File: config.mk
export PLATFORM = sky130hd
export DESIGN_NAME = sd_card_init_sequencer_core
export DESIGN_NICKNAME = d
export VERILOG_FILES = /design/src/rtl/sdinit_pkg.sv /design/src/rtl/sd_card_init_sequencer_core.sv
export VERILOG_INCLUDE_DIRS = /design/src /design/src/rtl
export SDC_FILE = /design/constraint.sdc
export NUM_CORES = 1
export LEC_CHECK = 0
export ABC_AREA = 1
export BUFFER_PORTS_ARGS = -buffer_cell sky130_fd_sc_hd__clkbuf_2
export CELL_PAD_IN_SITES_DETAIL_PLACEMENT = 0
export CELL_PAD_IN_SITES_GLOBAL_PLACEMENT = 2
export CORE_ASPECT_RATIO = 1.75
export CORE_MARGIN = 4
export CORE_UTILIZATION = 32
export CTS_CLUSTER_SIZE = 24
export DETAILED_ROUTE_END_ITERATION = 8
export PLACE_DENSITY_LB_ADDON = 0.1
export SKIP_CTS_REPAIR_TIMING = 1
export SLEW_MARGIN = 20
export SYNTH_ARGS = -nofsm -noshare
export SYNTH_HDL_FRONTEND = slang
export SYNTH_SLANG_ARGS = --single-unit
File: constraint.sdc
create_clock -name clk -period 5.85 [get_ports clk]
set_input_delay 0.585 -clock clk [delete_from_list [all_inputs] [get_ports clk]]
set_output_delay 0.585 -clock clk [all_outputs]
set_load 0.02 [all_outputs]
File: src/rtl/sd_card_init_sequencer_core_macros.svh
// Assertion macros shared by the SD init sequencer RTL.
`ifndef SD_CARD_INIT_SEQUENCER_CORE_MACROS_SVH
`define SD_CARD_INIT_SEQUENCER_CORE_MACROS_SVH

// Check that cons holds in the same cycle as ante.
`define SDI_ASSERT_NOW(label, clk, rst_n, ante, cons) \
  label: assert property (@(posedge clk) disable iff (!rst_n) (ante) |-> (cons)) \
    else $error("sd init sequencer: assertion failed");

// Check that cons holds in the cycle after ante.
`define SDI_ASSERT_NEXT(label, clk, rst_n, ante, cons) \
  label: assert property (@(posedge clk) disable iff (!rst_n) (ante) |=> (cons)) \
    else $error("sd init sequencer: assertion failed");

`endif

File: src/rtl/sdinit_pkg.sv
// Types and constants of the SD card init sequencer.
`timescale 1ns / 1ps
package sdinit_pkg;

  localparam logic [7:0]  POLL_LIMIT   = 8'd200;

  localparam logic [5:0]  CMD_GO_IDLE  = 6'd0;
  localparam logic [5:0]  CMD_ALL_CID  = 6'd2;
  localparam logic [5:0]  CMD_SEND_RCA = 6'd3;
  localparam logic [5:0]  CMD_SWITCH_W = 6'd6;
  localparam logic [5:0]  CMD_SELECT   = 6'd7;
  localparam logic [5:0]  CMD_IF_COND  = 6'd8;
  localparam logic [5:0]  CMD_SEND_CSD = 6'd9;
  localparam logic [5:0]  CMD_BLOCKLEN = 6'd16;
  localparam logic [5:0]  CMD_OP_COND  = 6'd41;
  localparam logic [5:0]  CMD_APP      = 6'd55;

  localparam logic [31:0] IF_COND_ARG  = 32'h0000_01AA;
  localparam logic [11:0] IF_COND_ECHO = 12'h1AA;
  localparam logic [31:0] OP_COND_ARG  = 32'h00FF_8000;
  localparam logic [31:0] OP_COND_HCS  = 32'h4000_0000;
  localparam logic [31:0] BLOCK_LEN    = 32'd512;
  localparam logic [31:0] BUS_4BIT_ARG = 32'd2;

  localparam logic [2:0]  WAIT_PWR_MS  = 3'd2;
  localparam logic [2:0]  WAIT_POLL_MS = 3'd5;

  typedef enum logic [1:0] {
    ACT_CMD    = 2'd0,
    ACT_WAIT   = 2'd1,
    ACT_READY  = 2'd2,
    ACT_ABSENT = 2'd3
  } action_t;

  typedef enum logic [1:0] {
    RESP_NONE  = 2'd0,
    RESP_SHORT = 2'd1,
    RESP_LONG  = 2'd2
  } resp_kind_t;

  typedef enum logic {
    REQ_START  = 1'b0,
    REQ_FINISH = 1'b1
  } req_type_t;

  typedef enum logic [13:0] {
    PH_IDLE  = 14'b00000000000001,
    PH_PWR   = 14'b00000000000010,
    PH_CMD0  = 14'b00000000000100,
    PH_CMD8  = 14'b00000000001000,
    PH_P55   = 14'b00000000010000,
    PH_P41   = 14'b00000000100000,
    PH_PWAIT = 14'b00000001000000,
    PH_CMD2  = 14'b00000010000000,
    PH_CMD3  = 14'b00000100000000,
    PH_CMD9  = 14'b00001000000000,
    PH_CMD7  = 14'b00010000000000,
    PH_CMD16 = 14'b00100000000000,
    PH_B55   = 14'b01000000000000,
    PH_B6    = 14'b10000000000000
  } phase_t;

  typedef struct packed {
    logic [6:0]  pad;
    logic [31:0] resp_word4;
    logic [31:0] resp_word3;
    logic [31:0] resp_word2;
    logic [31:0] resp_word1;
    logic        cmd_ok;
  } in_data_t;

  typedef struct packed {
    logic        pad;
    logic        wide_bus;
    logic        block_addressed;
    logic [15:0] card_address;
    logic [32:0] sector_count;
    logic [2:0]  wait_ms;
    logic        crc_skip;
    logic [1:0]  resp_kind;
    logic [31:0] cmd_arg;
    logic [5:0]  cmd_index;
  } out_data_t;

endpackage

File: src/rtl/sd_card_init_sequencer_core.sv
// SD card init sequencer: one request in, at most one wait/command/status out.
//
//  channel | dir | handshake          | payload
//  in_     | in  | tvalid / tready    | tdata: finish data, tuser: request type
//  out_    | out | tvalid / tready    | tdata: command and card info, tuser: action
//  cfg_    | in  | valid / ready      | data: force_one_bit_bus
//
// One request per cycle while the output is not stalled: a request is held in the
// input register and its result is registered in the output register as it leaves.
// The input register advances whenever the output register is empty or taken.
// rst_n is synchronous, active low, and returns the sequence to idle.
// An output stall holds the input register, and in_tready drops while it is full.
`timescale 1ns / 1ps
`include "sd_card_init_sequencer_core_macros.svh"
module sd_card_init_sequencer_core #(
  parameter logic [7:0] POLL_LIMIT = sdinit_pkg::POLL_LIMIT
) (
  input  logic         clk,
  input  logic         rst_n,
  input  logic         in_tvalid,
  output logic         in_tready,
  // [0] cmd_ok, [32:1] resp_word1, [64:33] resp_word2, [96:65] resp_word3,
  // [128:97] resp_word4, [135:129] zero
  input  logic [135:0] in_tdata,
  // [0] req_type
  input  logic [0:0]   in_tuser,
  output logic         out_tvalid,
  input  logic         out_tready,
  // [5:0] cmd_index, [37:6] cmd_arg, [39:38] resp_kind, [40] crc_skip,
  // [43:41] wait_ms, [76:44] sector_count, [92:77] card_address,
  // [93] block_addressed, [94] wide_bus, [95] zero
  output logic [95:0]  out_tdata,
  // [1:0] action
  output logic [1:0]   out_tuser,
  input  logic         cfg_valid,
  output logic         cfg_ready,
  input  logic [0:0]   cfg_data
);

  logic                  s1_valid_r;
  sdinit_pkg::req_type_t s1_req_r;
  sdinit_pkg::in_data_t  s1_data_r;
  logic                  s1_fire;

  logic                  force_one_bit_r;

  sdinit_pkg::phase_t    phase_r,   phase_nxt;
  logic                  is_v2_r,   is_v2_nxt;
  logic [7:0]            tries_r,   tries_nxt;
  logic                  hc_r,      hc_nxt;
  logic [15:0]           rca_r,     rca_nxt;
  logic [32:0]           cap_r,     cap_nxt;
  logic                  wide_r,    wide_nxt;

  logic                  out_valid_r;
  sdinit_pkg::out_data_t out_data_r;
  sdinit_pkg::action_t   out_action_r;

  logic                  res_valid;
  sdinit_pkg::out_data_t res_data;
  sdinit_pkg::action_t   res_action;
  logic                  go_absent;
  logic                  go_ready;
  logic                  go_bus;

  logic [21:0]           hc_csize;
  logic [32:0]           hc_sectors;
  logic [11:0]           sc_csize;
  logic [12:0]           sc_count;
  logic [4:0]            sc_shift;
  logic [36:0]           sc_bytes;
  logic [32:0]           sc_sectors;
  logic [32:0]           csd_sectors;

  assign s1_fire   = s1_valid_r && (!out_valid_r || out_tready);
  assign in_tready = !s1_valid_r || s1_fire;
  assign cfg_ready = 1'b1;

  assign out_tvalid = out_valid_r;
  assign out_tdata  = out_data_r;
  assign out_tuser  = out_action_r;

  always_ff @(posedge clk) begin
    if (!rst_n) begin
      s1_valid_r <= 1'b0;
    end else if (in_tready) begin
      s1_valid_r <= in_tvalid;
    end
  end

  always_ff @(posedge clk) begin
    if (in_tready && in_tvalid) begin
      s1_req_r  <= sdinit_pkg::req_type_t'(in_tuser[0]);
      s1_data_r <= sdinit_pkg::in_data_t'(in_tdata);
    end
  end

  always_ff @(posedge clk) begin
    if (!rst_n) begin
      force_one_bit_r <= 1'b0;
    end else if (cfg_valid) begin
      force_one_bit_r <= cfg_data[0];
    end
  end

  always_comb begin
    hc_csize    = {s1_data_r.resp_word2[5:0], s1_data_r.resp_word3[31:16]};
    hc_sectors  = {({1'b0, hc_csize} + 23'd1), 10'b0};
    sc_csize    = {s1_data_r.resp_word2[9:8], s1_data_r.resp_word2[7:0],
                   s1_data_r.resp_word3[31:30]};
    sc_count    = {1'b0, sc_csize} + 13'd1;
    sc_shift    = {2'b0, s1_data_r.resp_word3[17:15]} + 5'd2
                  + {1'b0, s1_data_r.resp_word2[19:16]};
    sc_bytes    = {24'b0, sc_count} << sc_shift;
    sc_sectors  = {5'b0, sc_bytes[36:9]};
    csd_sectors = hc_r ? hc_sectors : sc_sectors;
  end

  always_comb begin
    phase_nxt  = phase_r;
    is_v2_nxt  = is_v2_r;
    tries_nxt  = tries_r;
    hc_nxt     = hc_r;
    rca_nxt    = rca_r;
    cap_nxt    = cap_r;
    wide_nxt   = wide_r;
    res_valid  = 1'b0;
    res_data   = '0;
    res_action = sdinit_pkg::ACT_CMD;
    go_absent  = 1'b0;
    go_ready   = 1'b0;
    go_bus     = 1'b0;

    if (s1_req_r == sdinit_pkg::REQ_START) begin
      is_v2_nxt        = 1'b0;
      tries_nxt        = '0;
      hc_nxt           = 1'b0;
      rca_nxt          = '0;
      cap_nxt          = '0;
      wide_nxt         = 1'b0;
      res_valid        = 1'b1;
      res_action       = sdinit_pkg::ACT_WAIT;
      res_data.wait_ms = sdinit_pkg::WAIT_PWR_MS;
      phase_nxt        = sdinit_pkg::PH_PWR;
    end else begin
      res_valid = 1'b1;
      unique case (phase_r)
        sdinit_pkg::PH_PWR: begin
          res_data.cmd_index = sdinit_pkg::CMD_GO_IDLE;
          res_data.resp_kind = sdinit_pkg::RESP_NONE;
          phase_nxt          = sdinit_pkg::PH_CMD0;
        end
        sdinit_pkg::PH_CMD0: begin
          res_data.cmd_index = sdinit_pkg::CMD_IF_COND;
          res_data.cmd_arg   = sdinit_pkg::IF_COND_ARG;
          res_data.resp_kind = sdinit_pkg::RESP_SHORT;
          phase_nxt          = sdinit_pkg::PH_CMD8;
        end
        sdinit_pkg::PH_CMD8: begin
          is_v2_nxt          = s1_data_r.cmd_ok &&
                               (s1_data_r.resp_word1[11:0] == sdinit_pkg::IF_COND_ECHO);
          tries_nxt          = '0;
          res_data.cmd_index = sdinit_pkg::CMD_APP;
          res_data.resp_kind = sdinit_pkg::RESP_SHORT;
          phase_nxt          = sdinit_pkg::PH_P55;
        end
        sdinit_pkg::PH_P55: begin
          if (!s1_data_r.cmd_ok) begin
            go_absent = 1'b1;
          end else begin
            res_data.cmd_index = sdinit_pkg::CMD_OP_COND;
            res_data.cmd_arg   = sdinit_pkg::OP_COND_ARG |
                                 (is_v2_r ? sdinit_pkg::OP_COND_HCS : 32'd0);
            res_data.resp_kind = sdinit_pkg::RESP_SHORT;
            res_data.crc_skip  = 1'b1;
            phase_nxt          = sdinit_pkg::PH_P41;
          end
        end
        sdinit_pkg::PH_P41: begin
          if (!s1_data_r.cmd_ok) begin
            go_absent = 1'b1;
          end else if (s1_data_r.resp_word1[31]) begin
            hc_nxt             = s1_data_r.resp_word1[30];
            res_data.cmd_index = sdinit_pkg::CMD_ALL_CID;
            res_data.resp_kind = sdinit_pkg::RESP_LONG;
            phase_nxt          = sdinit_pkg::PH_CMD2;
          end else begin
            tries_nxt        = tries_r + 8'd1;
            res_action       = sdinit_pkg::ACT_WAIT;
            res_data.wait_ms = sdinit_pkg::WAIT_POLL_MS;
            phase_nxt        = sdinit_pkg::PH_PWAIT;
          end
        end
        sdinit_pkg::PH_PWAIT: begin
          if (tries_r >= POLL_LIMIT) begin
            go_absent = 1'b1;
          end else begin
            res_data.cmd_index = sdinit_pkg::CMD_APP;
            res_data.resp_kind = sdinit_pkg::RESP_SHORT;
            phase_nxt          = sdinit_pkg::PH_P55;
          end
        end
        sdinit_pkg::PH_CMD2: begin
          if (!s1_data_r.cmd_ok) begin
            go_absent = 1'b1;
          end else begin
            res_data.cmd_index = sdinit_pkg::CMD_SEND_RCA;
            res_data.resp_kind = sdinit_pkg::RESP_SHORT;
            phase_nxt          = sdinit_pkg::PH_CMD3;
          end
        end
        sdinit_pkg::PH_CMD3: begin
          if (!s1_data_r.cmd_ok) begin
            go_absent = 1'b1;
          end else begin
            rca_nxt            = s1_data_r.resp_word1[31:16];
            res_data.cmd_index = sdinit_pkg::CMD_SEND_CSD;
            res_data.cmd_arg   = {s1_data_r.resp_word1[31:16], 16'b0};
            res_data.resp_kind = sdinit_pkg::RESP_LONG;
            phase_nxt          = sdinit_pkg::PH_CMD9;
          end
        end
        sdinit_pkg::PH_CMD9: begin
          if (!s1_data_r.cmd_ok || csd_sectors == 33'd0) begin
            go_absent = 1'b1;
          end else begin
            cap_nxt            = csd_sectors;
            res_data.cmd_index = sdinit_pkg::CMD_SELECT;
            res_data.cmd_arg   = {rca_r, 16'b0};
            res_data.resp_kind = sdinit_pkg::RESP_SHORT;
            phase_nxt          = sdinit_pkg::PH_CMD7;
          end
        end
        sdinit_pkg::PH_CMD7: begin
          if (!s1_data_r.cmd_ok) begin
            go_absent = 1'b1;
          end else if (!hc_r) begin
            res_data.cmd_index = sdinit_pkg::CMD_BLOCKLEN;
            res_data.cmd_arg   = sdinit_pkg::BLOCK_LEN;
            res_data.resp_kind = sdinit_pkg::RESP_SHORT;
            phase_nxt          = sdinit_pkg::PH_CMD16;
          end else begin
            go_bus = 1'b1;
          end
        end
        sdinit_pkg::PH_CMD16: begin
          if (!s1_data_r.cmd_ok) begin
            go_absent = 1'b1;
          end else begin
            go_bus = 1'b1;
          end
        end
        sdinit_pkg::PH_B55: begin
          if (!s1_data_r.cmd_ok) begin
            go_ready = 1'b1;
          end else begin
            res_data.cmd_index = sdinit_pkg::CMD_SWITCH_W;
            res_data.cmd_arg   = sdinit_pkg::BUS_4BIT_ARG;
            res_data.resp_kind = sdinit_pkg::RESP_SHORT;
            phase_nxt          = sdinit_pkg::PH_B6;
          end
        end
        sdinit_pkg::PH_B6: begin
          wide_nxt = s1_data_r.cmd_ok;
          go_ready = 1'b1;
        end
        default: begin
          res_valid = 1'b0;
          phase_nxt = sdinit_pkg::PH_IDLE;
        end
      endcase

      if (go_bus) begin
        wide_nxt = 1'b0;
        if (force_one_bit_r) begin
          go_ready = 1'b1;
        end else begin
          res_data.cmd_index = sdinit_pkg::CMD_APP;
          res_data.cmd_arg   = {rca_r, 16'b0};
          res_data.resp_kind = sdinit_pkg::RESP_SHORT;
          phase_nxt          = sdinit_pkg::PH_B55;
        end
      end

      if (go_absent) begin
        is_v2_nxt  = 1'b0;
        tries_nxt  = '0;
        hc_nxt     = 1'b0;
        rca_nxt    = '0;
        cap_nxt    = '0;
        wide_nxt   = 1'b0;
        res_data   = '0;
        res_action = sdinit_pkg::ACT_ABSENT;
        phase_nxt  = sdinit_pkg::PH_IDLE;
      end else if (go_ready) begin
        res_data                 = '0;
        res_data.sector_count    = cap_nxt;
        res_data.card_address    = rca_nxt;
        res_data.block_addressed = hc_nxt;
        res_data.wide_bus        = wide_nxt;
        res_action               = sdinit_pkg::ACT_READY;
        phase_nxt                = sdinit_pkg::PH_IDLE;
      end
    end
  end

  always_ff @(posedge clk) begin
    if (!rst_n) begin
      phase_r <= sdinit_pkg::PH_IDLE;
      is_v2_r <= 1'b0;
      tries_r <= '0;
      hc_r    <= 1'b0;
      rca_r   <= '0;
      cap_r   <= '0;
      wide_r  <= 1'b0;
    end else if (s1_fire) begin
      phase_r <= phase_nxt;
      is_v2_r <= is_v2_nxt;
      tries_r <= tries_nxt;
      hc_r    <= hc_nxt;
      rca_r   <= rca_nxt;
      cap_r   <= cap_nxt;
      wide_r  <= wide_nxt;
    end
  end

  always_ff @(posedge clk) begin
    if (!rst_n) begin
      out_valid_r <= 1'b0;
    end else if (s1_fire) begin
      out_valid_r <= res_valid;
    end else if (out_tready) begin
      out_valid_r <= 1'b0;
    end
  end

  always_ff @(posedge clk) begin
    if (s1_fire && res_valid) begin
      out_data_r   <= res_data;
      out_action_r <= res_action;
    end
  end

  `SDI_ASSERT_NOW(a_phase_onehot, clk, rst_n, 1'b1, $onehot(phase_r))
  `SDI_ASSERT_NOW(a_tries_bound, clk, rst_n, 1'b1, tries_r <= POLL_LIMIT)
  `SDI_ASSERT_NOW(a_ready_nonzero, clk, rst_n, out_valid_r && out_action_r == sdinit_pkg::ACT_READY, out_data_r.sector_count != 33'd0)
  `SDI_ASSERT_NOW(a_cmd_fields_zero, clk, rst_n, out_valid_r && out_action_r != sdinit_pkg::ACT_CMD, out_data_r.cmd_index == 6'd0 && out_data_r.cmd_arg == 32'd0)
  `SDI_ASSERT_NEXT(a_start_wait, clk, rst_n, s1_fire && s1_req_r == sdinit_pkg::REQ_START, phase_r == sdinit_pkg::PH_PWR && out_valid_r && out_action_r == sdinit_pkg::ACT_WAIT)

endmodule
# Word level (Yosys, flattened, before mapping)
# Index checks and enable logic that the tools add are counted.
# op_classes
mux,91
div_mod_pow,0
n_bitwise,5
shifts,1
multipliers,0
magnitude_cmp,1
n_reduce_logical,23
addsub,5
eq_ne,18
# op_table
op,n
$mux W14,14
$pmux W32 S6,1
$pmux W14 S12,1
$mux W33,5
$mux W39,4
$mux W40,3
$mux W43,2
$mux W16,4
$pmux W6 S10,1
$mux W41,1
$mux W8,5
$shl A13 B5 Y37,1
$logic_not A33 Y1,1
$mux W1,33
$mux W31,1
$add A22 B1 Y23 const B,1
$mux W2,9
$pmux W2 S9,1
$pmux W8 S2,1
$eq A14 B10 Y1 const B,1
$eq A14 B11 Y1 const B,1
$eq A14 B12 Y1 const B,1
$eq A14 B13 Y1 const B,1
$eq A14 B14 Y1 const B,1
other kinds (34),50
# totals
reg_bits,261
rom_bits,0
output_inout_bits,101
mem_count,0
ramBits,0
latchBits,0

# Depth between registers and ports, before layout
# logic_depth
ltp_word,13
depth_mapped,28
depth_no_buf,26

# Worst setup path before layout
# OpenSTA, ideal clock, no wires.
# synth_path
kind,register -> register
start,register phase_r[6]
end,"register out_data_r, in the netlist out_tdata[0], enable pin"
setup_time_ns,0.438
arrival_ns,3.670
required_ns,5.412
path_stages_with_launch,13
slack_ns,1.742
period_less_slack_ns,4.108
path_cell_list,dfxtp_1 > nor2_1 > inv_1 > nor2_1 > inv_2 > nor2_4 > inv_1 > nor4_1 > nor2_1 > nand4_1 > or4_1 > nand2_1 > inv_1
# synth_via
elab_chain_cells,5
# synth_lines
item,line_no,text
from (decl),sd_card_init_sequencer_core.sv:47,"sdinit_pkg::phase_t phase_r, phase_nxt;"
from (signal assigned),sd_card_init_sequencer_core.sv:309,phase_r <= sdinit_pkg::PH_IDLE;
from (signal assigned),sd_card_init_sequencer_core.sv:317,phase_r <= phase_nxt;
$eq A14 B13 Y1 (tied with other cells),sd_card_init_sequencer_core.sv:147,unique case (phase_r)
$reduce_or A13 Y1 (no source line) *,n/a,
$mux W1 *,sd_card_init_sequencer_core.sv:147,
$mux W1 *,sd_card_init_sequencer_core.sv:134,if (s1_req_r == sdinit_pkg::REQ_START) begin
$logic_and A1 B1 Y1 *,sd_card_init_sequencer_core.sv:338,if (s1_fire && res_valid) begin
to (signal assigned),sd_card_init_sequencer_core.sv:339,out_data_r <= res_data;
to (decl),sd_card_init_sequencer_core.sv:56,sdinit_pkg::out_data_t out_data_r;
# Mark *: on every way between the ends. The rest lies on a longest branch, timed or not.
# A chain may end at the register's enable or synchronous reset.

# Final worst setup path
# layout_path
start,"register s1_data_r, in the netlist hc_csize[0]"
end,register cap_r[9]
# layout_via
elab_chain_cells,11
# layout_lines
item,line_no,text
from (decl),sd_card_init_sequencer_core.sv:42,sdinit_pkg::in_data_t s1_data_r;
from (signal assigned),sd_card_init_sequencer_core.sv:94,s1_data_r <= sdinit_pkg::in_data_t'(in_tdata);
$add A3 B2 Y4,sd_card_init_sequencer_core.sv:112,"sc_shift = {2'b0, s1_data_r.resp_word3[17:15]} + 5'd2"
$add A4 B4 Y5,sd_card_init_sequencer_core.sv:113,"+ {1'b0, s1_data_r.resp_word2[19:16]};"
$shl A13 B5 Y37,sd_card_init_sequencer_core.sv:114,"sc_bytes = {24'b0, sc_count} << sc_shift;"
$mux W33 *,sd_card_init_sequencer_core.sv:116,csd_sectors = hc_r ? hc_sectors : sc_sectors;
$logic_not A33 Y1,sd_card_init_sequencer_core.sv:224,if (!s1_data_r.cmd_ok || csd_sectors == 33'd0) begin
$logic_or A1 B1 Y1,sd_card_init_sequencer_core.sv:224,
$mux W1,sd_card_init_sequencer_core.sv:224,
$pmux W1 S3,sd_card_init_sequencer_core.sv:147,
$mux W1,sd_card_init_sequencer_core.sv:134,
$mux W33 *,sd_card_init_sequencer_core.sv:285,if (go_absent) begin
$mux W33 *,sd_card_init_sequencer_core.sv:134,
to (signal assigned),sd_card_init_sequencer_core.sv:322,cap_r <= cap_nxt;
to (decl),sd_card_init_sequencer_core.sv:52,"logic [32:0] cap_r, cap_nxt;"
# Mark *: on every way between the ends. The rest lies on a longest branch, timed or not. The select of a mux whose other input is x is not followed.

==> metrics.md <==
| Metric | Value |
|---|---|
| Placed Area | 13280 um2 |
| Synth warn | 0 |
| Multi-input gate area | 5049 um2 |
| Nets | 1827 |
| EDFF count, synth | 145 |
| Cells after Synth | 1525 |
| Worst Hold Path Cells | 1 |
| Avg Cell Area, Syn | 7.845 um2 |
| Path depth of the worst reg2reg path | 25 |
| Die area | 40670 um2 |
| Core ar. | 36890 um2 |
| Setup slack, reg-to-reg | 1.59 ns |
| Chip height | 263.8 um |
| RSZ-0062 raised after global routing | false |
| Setup CP Type | flip-flop to flip-flop |
| Crit-path max cell delay | 0.42 ns |
| Top cells by count, synth | 314 x nand2_1, 224 x nor2_1, 164 x inv_1, 164 x nand3_1, 145 x edfxtp_1 |
| Synth top area cells | edfxtp_1 36%, dfxtp_1 13%, nand2_1 9.9%, nor2_1 7.0%, nand3_1 6.9% |
| DRC Markers | 0 |
| Hold Path Sink | s1_data_r[2] |
| Ys async rst share | 0% |
| Setup-failing EPs final | 0 |
| Startpoint types | flip-flop |
| Drt pass-1 iters | 5 |
| Max Clock Freq | 234.9 MHz |
| Final instance area | 14030 um2 |
| Largest net degree at the start of global routing | 75 |
| Buffers on Ports | 156 |
| Layout cells sized above 1 | 16.33% |
| Fillers | 3926 |
| Sequential share of the synthesized area | 49.28% |
| WP data arrival | 4.64 ns |
| Ys flop type | edfxtp_1 |
| Status | finished clean |
| Sum Neg Setup Slack | 0 ns |
| Synth cell types | 56 |
| Slew margin rel. | 27.17% |
| Vias | 10462 |
| Detailed Route WL | 39700 um |
| Diode count | 0 |
| Root buf cell | clkbuf_16 |
| H-Tree Depth | 1 |
| Worst slew pin tran | 1.088 ns |
| Worst-Skew Late Latency | 0.53 ns |
| Vias per inst | 4.832 |
| Reg2reg end | cap_r[9] |
| ANT nets after route | 0 |
| Final min period | 4.256 ns |
| Vias in the first global route | 10251 |
| Ports | 244 |
| Initial Util | 32.43% |
| Synth top area share | 36.39% |
| CTS tree | yes |
| Syn Std Cell Area | 11960 um2 |
| Pleak | 5.633 nW |
| Slowest cell on crit path | fa_1 |
| Buf/Inv on CP | 5 |
| Cell taking the most area after synthesis | edfxtp_1 |
| Fin. Hold Viols | 0 |
| Overall Global Routing Usage | 18.89% |
| Clock Skew | 0.01593 ns |
| Yosys reg bits | 222 |
| Tcrit/Tclk final | 72.76% |
| Clock Path Buffers | 3 |
| Min-delay src | in_tdata[2] |
| Register area | 5896 um2 |
| Final Max Tran Viols | 0 |
| Clock Sink Count | 222 |
| Clk slew on worst S/H paths | 0.06 ns |
| Required time worst endpoint | 6.23 ns |
| Most common cell in the synthesized netlist | nand2_1 |
| Iteration-0 DRC Markers | 429 |
| Max_cap viols | 0 |
| Crit. End Element | flip-flop |
| First-pass GRT wire length | 60150 um |
| PwrDens | 271.4 nW/um2 |
| Rows | 93 |
| Family with the most delay on the worst path | simple AND/OR/NAND/NOR gates |
| DP HPWL | 30100 um |
| Area grow syn2layout | 17.27% |
| Num CTS Buffers | 24 |
| Cell mode on critical path | nor2_1 |
| GPL Wtd Cong | 0.9136 |
| GR Overflow Total | 0 |
| Reg2reg start | hc_csize[0] |
| Antenna violations before repair | 0 |
| Die Wd | 154.2 um |
| Peak supply drop | 229.3 uV |
| Hold Crit Class | input pin to flip-flop |
| Pwr Total | 3.808 mW |
| Drt wl/cell | 18.33 um |
| Crit Path Max Fanout | 14 |
==> metal layers <==
metal  track usage [%]  vias to the layer above  routed length [um]
met5                 0                        -                   0
met4             6.617                        0                1381
met3             2.196                       56                1349
met2             38.15                      205               22700
met1             19.51                     4873               14270
li1                  -                     5328                   -
==> metrics by stage <==
stage	instances	utilization [%]	setup slack [ns]	hold slack, ns
global route	2165	38.03	1.196	0.1911
CTS	2165	38.03	1.532	0.1853
finish	2165	38.03	1.594	0.2233
global placement	2121	35.99	1.583	0.4540
detailed placement	2121	35.99	1.565	0.4588
floorplan	1534	-	1.742	0.4389
==> cells in the final DEF (no fill, tap or decap), drive strengths merged, types with 2 or more instances in the layout <==
cell,netlist,routed
clkinv,5,15
nand3,168,168
a21o,3,3
o22ai,2,2
inv,171,172
nand3b,2,2
nor3,34,34
conb,2,11
dfxtp,77,77
o2111ai,3,3
nand2,324,324
xnor2,3,3
a21oi,97,97
o21ai,98,98
a31oi,2,2
nand4,25,25
or2,8,8
xor2,5,5
ha,11,11
edfxtp,145,145
nor4,7,7
buf,44,34
o211ai,2,2
nor2,236,236
o21bai,4,4
a211oi,3,3
clkbuf,34,188
==> flip-flops by register name, indices dropped and copies added, names as in the netlist, 2 cells and up <==
register	count
out_tuser	2
hc_csize	22
tries_r	8
rca_r	16
cap_r	33
phase_r	14
out_tdata	82
s1_data_r	38
==> final cells by class <==
type,instances,share of cell area [%]
clock inverter,12,0.6599
timing repair buffer,190,7.652
inverter,176,4.727
multi-input combinational,1058,35.99
clock buffer,32,4.718
sequential,222,42.02
tap,475,4.236
==> cells by family after synthesis <==
logic type	after synthesis	share of synthesized area [%]
simple gates	807	29.87
buf+inv	254	8.910
flops	222	49.28
compound gates	219	9.831
fa+ha+maj	12	1.318
xor+xnor	8	0.6484
other cells	2	0.06277
mux	1	0.08367
==> where the power goes <==
group	total [mW]	internal (mW)	switching, mW	leakage, nW
clock network	1.48	0.843	0.639	0.374
registers	1.75	1.72	0.0315	1.93
logic	0.574	0.162	0.412	3.33
==> worst reg2reg max path, stage by stage (launching register included) <==
cell,delay [ns]
edfxtp_1,0.34
inv_1,0.07
ha_1,0.27
inv_1,0.04
ha_1,0.23
fa_1,0.42
xnor2_2,0.16
inv_1,0.31
nor2_1,0.19
nand2_1,0.12
inv_1,0.06
nand3_1,0.10
nand2_1,0.06
a21oi_1,0.17
nand2_1,0.07
nor2_1,0.12
nand3_1,0.08
nor2_1,0.15
nand3_2,0.15
nand2_4,0.14
a21boi_4,0.10
nand2_4,0.24
buf_4,0.26
nor2_1,0.07
a21oi_1,0.14
nor2_1,0.06
==> how the worst max path moves through the flow <==
stage | slack, ns | to | cells past startpoint | start
2_1_floorplan | 1.74 | out_tdata[0] | 12 | phase_r[6]
3_3_place_gp | 1.58 | cap_r[13] | 25 | hc_csize[0]
3_5_place_dp | 1.57 | cap_r[9] | 25 | hc_csize[0]
4_1_cts | 1.53 | cap_r[9] | 25 | hc_csize[0]
5_1_grt | 1.20 | cap_r[8] | 25 | hc_csize[0]
6_report | 1.59 | cap_r[9] | 25 | hc_csize[0]
Note: power is estimated with default switching activity, not from simulation.
